<file path="config.mk">
export PLATFORM = sky130hd
export DESIGN_NAME = gsa_ram
export DESIGN_NICKNAME = d
export VERILOG_FILES = /design/src/design/gsa_pkg.sv /design/src/design/gsa_ram.sv
export SDC_FILE = /design/constraint.sdc
export NUM_CORES = 2
export LEC_CHECK = 0
export ABC_CLOCK_PERIOD_IN_PS = 6500
export BUFFER_PORTS_ARGS = -buffer_cell sky130_fd_sc_hd__buf_2
export CAP_MARGIN = 20
export CELL_PAD_IN_SITES_DETAIL_PLACEMENT = 0
export CELL_PAD_IN_SITES_GLOBAL_PLACEMENT = 1
export CORE_MARGIN = 3
export CORE_UTILIZATION = 55
export DETAILED_ROUTE_END_ITERATION = 6
export PLACE_DENSITY_LB_ADDON = 0.2
export SLEW_MARGIN = 20
export SYNTH_ARGS = -nofsm -noshare
export SYNTH_HDL_FRONTEND = slang
export SYNTH_SLANG_ARGS = --single-unit
</file>
<file path="constraint.sdc">
create_clock -name clk -period 6.5 [get_ports clk]
set_input_delay 0.975 -clock clk [delete_from_list [all_inputs] [get_ports clk]]
set_output_delay 0.975 -clock clk [all_outputs]
set_load 0.01 [all_outputs]
</file>
<file path="src/design/gsa_pkg.sv">
package gsa_pkg;

    localparam int CAPACITY     = 256;
    localparam int GEN_BITS     = 16;
    localparam int PAYLOAD_BITS = 32;
    localparam int IDX_W        = $clog2(CAPACITY);
    localparam int CNT_W        = $clog2(CAPACITY + 1);

    localparam logic [1:0] ACT_ADD     = 2'd0;
    localparam logic [1:0] ACT_RELEASE = 2'd1;
    localparam logic [1:0] ACT_CLEAR   = 2'd2;

    localparam logic [1:0] STATUS_OK    = 2'd0;
    localparam logic [1:0] STATUS_NULL  = 2'd1;
    localparam logic [1:0] STATUS_FULL  = 2'd2;
    localparam logic [1:0] STATUS_STALE = 2'd3;

    typedef struct packed {
        logic [PAYLOAD_BITS-1:0] payload;
        logic [GEN_BITS-1:0]     generation;
        logic                    live;
    } slot_entry_t;

    typedef struct packed {
        logic [IDX_W-1:0]    index;
        logic [GEN_BITS-1:0] generation;
    } stack_entry_t;

endpackage

</file>
<file path="src/design/gsa_ram.sv">
module gsa_ram
    import gsa_pkg::*;
#(
    parameter int WIDTH = 8,
    parameter int DEPTH = 256
) (
    input  logic                     clk,
    input  logic                     we,
    input  logic [$clog2(DEPTH)-1:0] waddr,
    input  logic [WIDTH-1:0]         wdata,
    input  logic [$clog2(DEPTH)-1:0] raddr,
    output logic [WIDTH-1:0]         rdata
);

    logic [WIDTH-1:0] mem [DEPTH];
    logic [WIDTH-1:0] rdata_reg;

    always_ff @(posedge clk)
    begin
        if (we)
        begin
            mem[waddr] <= wdata;
        end
        rdata_reg <= mem[raddr];
    end

    assign rdata = rdata_reg;

endmodule

</file>
==> summary.md <==
| Metric | Value |
|---|---|
| Run status | finished, violations left |
| Violated checks | DRC |
| CTS tree | built |
| Clock network latency to the later pin of the worst-skew pair | 0.81 ns |
| CTS H-tree depth | 4 |
| RSZ-0062 raised after global routing | false |
| Final Max Tran Viols | 0 |
| Final worst path period share | 63.66% |
| Maximum buffer depth of the clock tree | 3 |
| Setup TNS | 0 ns |
| Share of layout cells above drive strength 1 | 22.43% |
| Post-layout nets | 3853 |
| HPWL reported at the end of detailed placement | 115800 µm |
| Fin crit period | 4.138 ns |
| Initial Utilization | 55.78% |
| P&R area growth vs syn | 11.00% |
| Num rows | 138 |
| Final-layout fill cell count | 9741 |
| Hold-fix buffers, CTS | 0 |
| Cells traversed along the worst timing path | buf_8, buf_12, mux4_2, nor2b_1, a211oi_1, nor3_1, nor4_1, nor4_2 |
| Footprint of the flip-flops and latches | 61660 µm² |
| Grt total ovfl | 0 |
| Maximum Capacitance Violations | 0 |
| Most frequent cells in the layout | sky130_fd_sc_hd__edfxtp_1 (2048), sky130_fd_sc_hd__mux4_2 (454), sky130_fd_sc_hd__nor2_1 (279) |
| Final hold slack | 0.7888 ns |
| Total global-route track usage | 26.30% |
| Routability Congestion | 0.8275 |
| Post-synthesis instance area | 79560 µm² |
| Slack of the critical path | 2.362 ns |
| Reg clk slew, reported paths | 0.06 ns |
| Data required time of the critical path | 7.15 ns |
| Number of endpoints with negative hold slack in the final report | 0 |
| Most frequently used flop master after synthesis | sky130_fd_sc_hd__edfxtp_1 |
| Post-synthesis cell type with the largest combined area | sky130_fd_sc_hd__edfxtp_1 |
| Top cell family by delay on the critical path | simple AND/OR/NAND/NOR gates |
| Synthesis-stage register bit count | 2056 |
| Core outline area | 142600 µm² |
| Combined area of the multi-input logic cells | 16540 µm² |
| Post CTS Setup Buffer Count | 0 |
| Normalized max-slew margin | 18.30% |
| Dominant cells by area after synthesis | sky130_fd_sc_hd__edfxtp_1 (77%), sky130_fd_sc_hd__mux4_2 (13%), sky130_fd_sc_hd__mux2i_1 (1.7%) |
| Post-DP Area | 81710 µm² |
| Number of remaining DRC errors | 1 |
| Fraction of the yosys area taken by sequential cells | 77.50% |
| Slowest-stage cell, CP | sky130_fd_sc_hd__nor4_1 |
| Post-layout instance area | 88310 µm² |
| Yosys warnings | 0 |
| Static Leakage | 27.14 nW |
| Distinct cell type count of the synthesized netlist | 55 |
| Fmax | 241.7 MHz |
| Detail-routed via count per cell | 6.573 |
| Leading cell type in the layout, fill and taps excluded | sky130_fd_sc_hd__edfxtp_1 |
| Max Clock Skew | 0.03755 ns |
| Total power consumption of the routed design | 27.46 mW |
| Inserted Clock Buffers | 202 |
| Quantity of I/O buffers inserted on ports | 33 |
| Number of flip-flops under the largest register name | 2048 |
| Maximum cell stage delay along the critical path | 1.05 ns |
| Routed WL | 192200 µm |
| Mean instance size in the synthesized netlist | 21.31 µm² |
| IR drop worst, VDD | 0.2374 mV |
| Synth async-reset ratio | 0% |
| Transition time at the pin with the least slew margin | 1.214 ns |
| Net Count, Synth | 3759 |
| Die width | 386.3 µm |
| Power density over the cells | 310.9 nW/µm² |
| Max Fanout on Critical Path | 69 |
| Sum of buffers and inverters on the critical path | 2 |
| Total die area | 149200 µm² |
| Number of antenna violations at the first check in global routing | 17 |
| Classification of the worst-slack hold path | in -> reg |
| Residual antenna-violating net count after detailed routing | 0 |
| DR vias | 38749 |
| Data arrival time of the worst path | 4.79 ns |
| Library cell used as clock root buffer | sky130_fd_sc_hd__clkbuf_16 |
| Startpoint type of the worst setup path | input port |
| Syn Inst Count | 3733 |
| Maximum number of pins on one net before global-route repair | 161 |
| Initial DRT Pass Iterations | 7 |
| Critical Path End Type | register |
| Area share of the largest cell type after synthesis | 77.30% |
| Number of top-level design ports | 34 |
| Die Y-Extent | 386.3 µm |
| Final setup fails | 0 |
| Wire length of the first global-routing pass | 279800 µm |
| Setup slack at placement | 1.551 ns |
| Vias in the first global route | 39161 |
| Routed WL per cell | 32.60 µm |
| DRT iter0 DRCs | 4603 |
| Worst setup path class | in -> reg |
| Number of synthesized flops with an enable pin | 2048 |
| Number of gates given a new drive strength after cts | 0 |
| Total number of clock tree sinks | 2056 |
## cell type report
| class | instances | share of cell area, % |
|---|---|---|
| diodes | 10 | 0.02834 |
| clock buffers | 262 | 6.140 |
| clock inverters | 110 | 1.296 |
| inverters | 2 | 0.008501 |
| multi-input cells | 1442 | 18.72 |
| flip-flops and latches | 2056 | 69.82 |
| well taps | 1890 | 2.678 |
| repair buffers | 123 | 1.303 |
## per-stage QoR
| step | utilization, % | cells |
|---|---|---|
| 6_report | 61.92 | 5895 |
| 5_1_grt | 61.91 | 5889 |
| 4_1_cts | 61.89 | 5884 |
| 3_5_place_dp | 57.29 | 5512 |
| 3_3_place_gp | 57.25 | 5509 |
| 2_1_floorplan | - | 3733 |
## cells in the mapped netlist, drive strengths merged (10+ instances only)
cell type / count
buf: 122
nand3: 34
nand2: 33
a221oi: 14
nor2: 282
o221ai: 47
edfxtp: 2048
nor2b: 31
mux4: 456
nor4: 27
mux2i: 134
nor3: 22
a211oi: 16
clkbuf: 111
o22ai: 28
o211ai: 10
a22oi: 133
a21oi: 96
nand4: 10
o21ai: 12
## cells by family after synthesis
family,Yosys count,share of synthesized area (%)
AO/OA/AOI/OAI,385,3.419
buffers and inverters,235,1.831
AND/OR/NAND/NOR,466,2.628
flip-flops,2056,77.50
multiplexers,591,14.62
## report_power, final
part	leakage [nW]	switching [mW]	internal, mW
clock	3.20	4.83	6.71
combinational	5.48	0.852	0.434
sequential	18.5	0.0180	14.6
## per-layer routing
layer / global-route usage [%] / vias up / share of wire [%]
met5: 0 / - / 0.015
met4: 7.431 / 4 / 2.8
met3: 5.729 / 290 / 9.8
met2: 41.21 / 2000 / 48
met1: 37.95 / 20539 / 39
li1: - / 15916 / -
## final timing paths
check	from	to	slack, ns	depth (start not counted)
min reg2reg	mem[60][3]	rdata[3]	1.03	5
max reg2reg	mem[100][0]	rdata[0]	3.61	6
max	raddr[0]	rdata[0]	2.36	8
min	wdata[1]	mem[218][1]	0.79	1
Power figures use the tool's default switching activity.
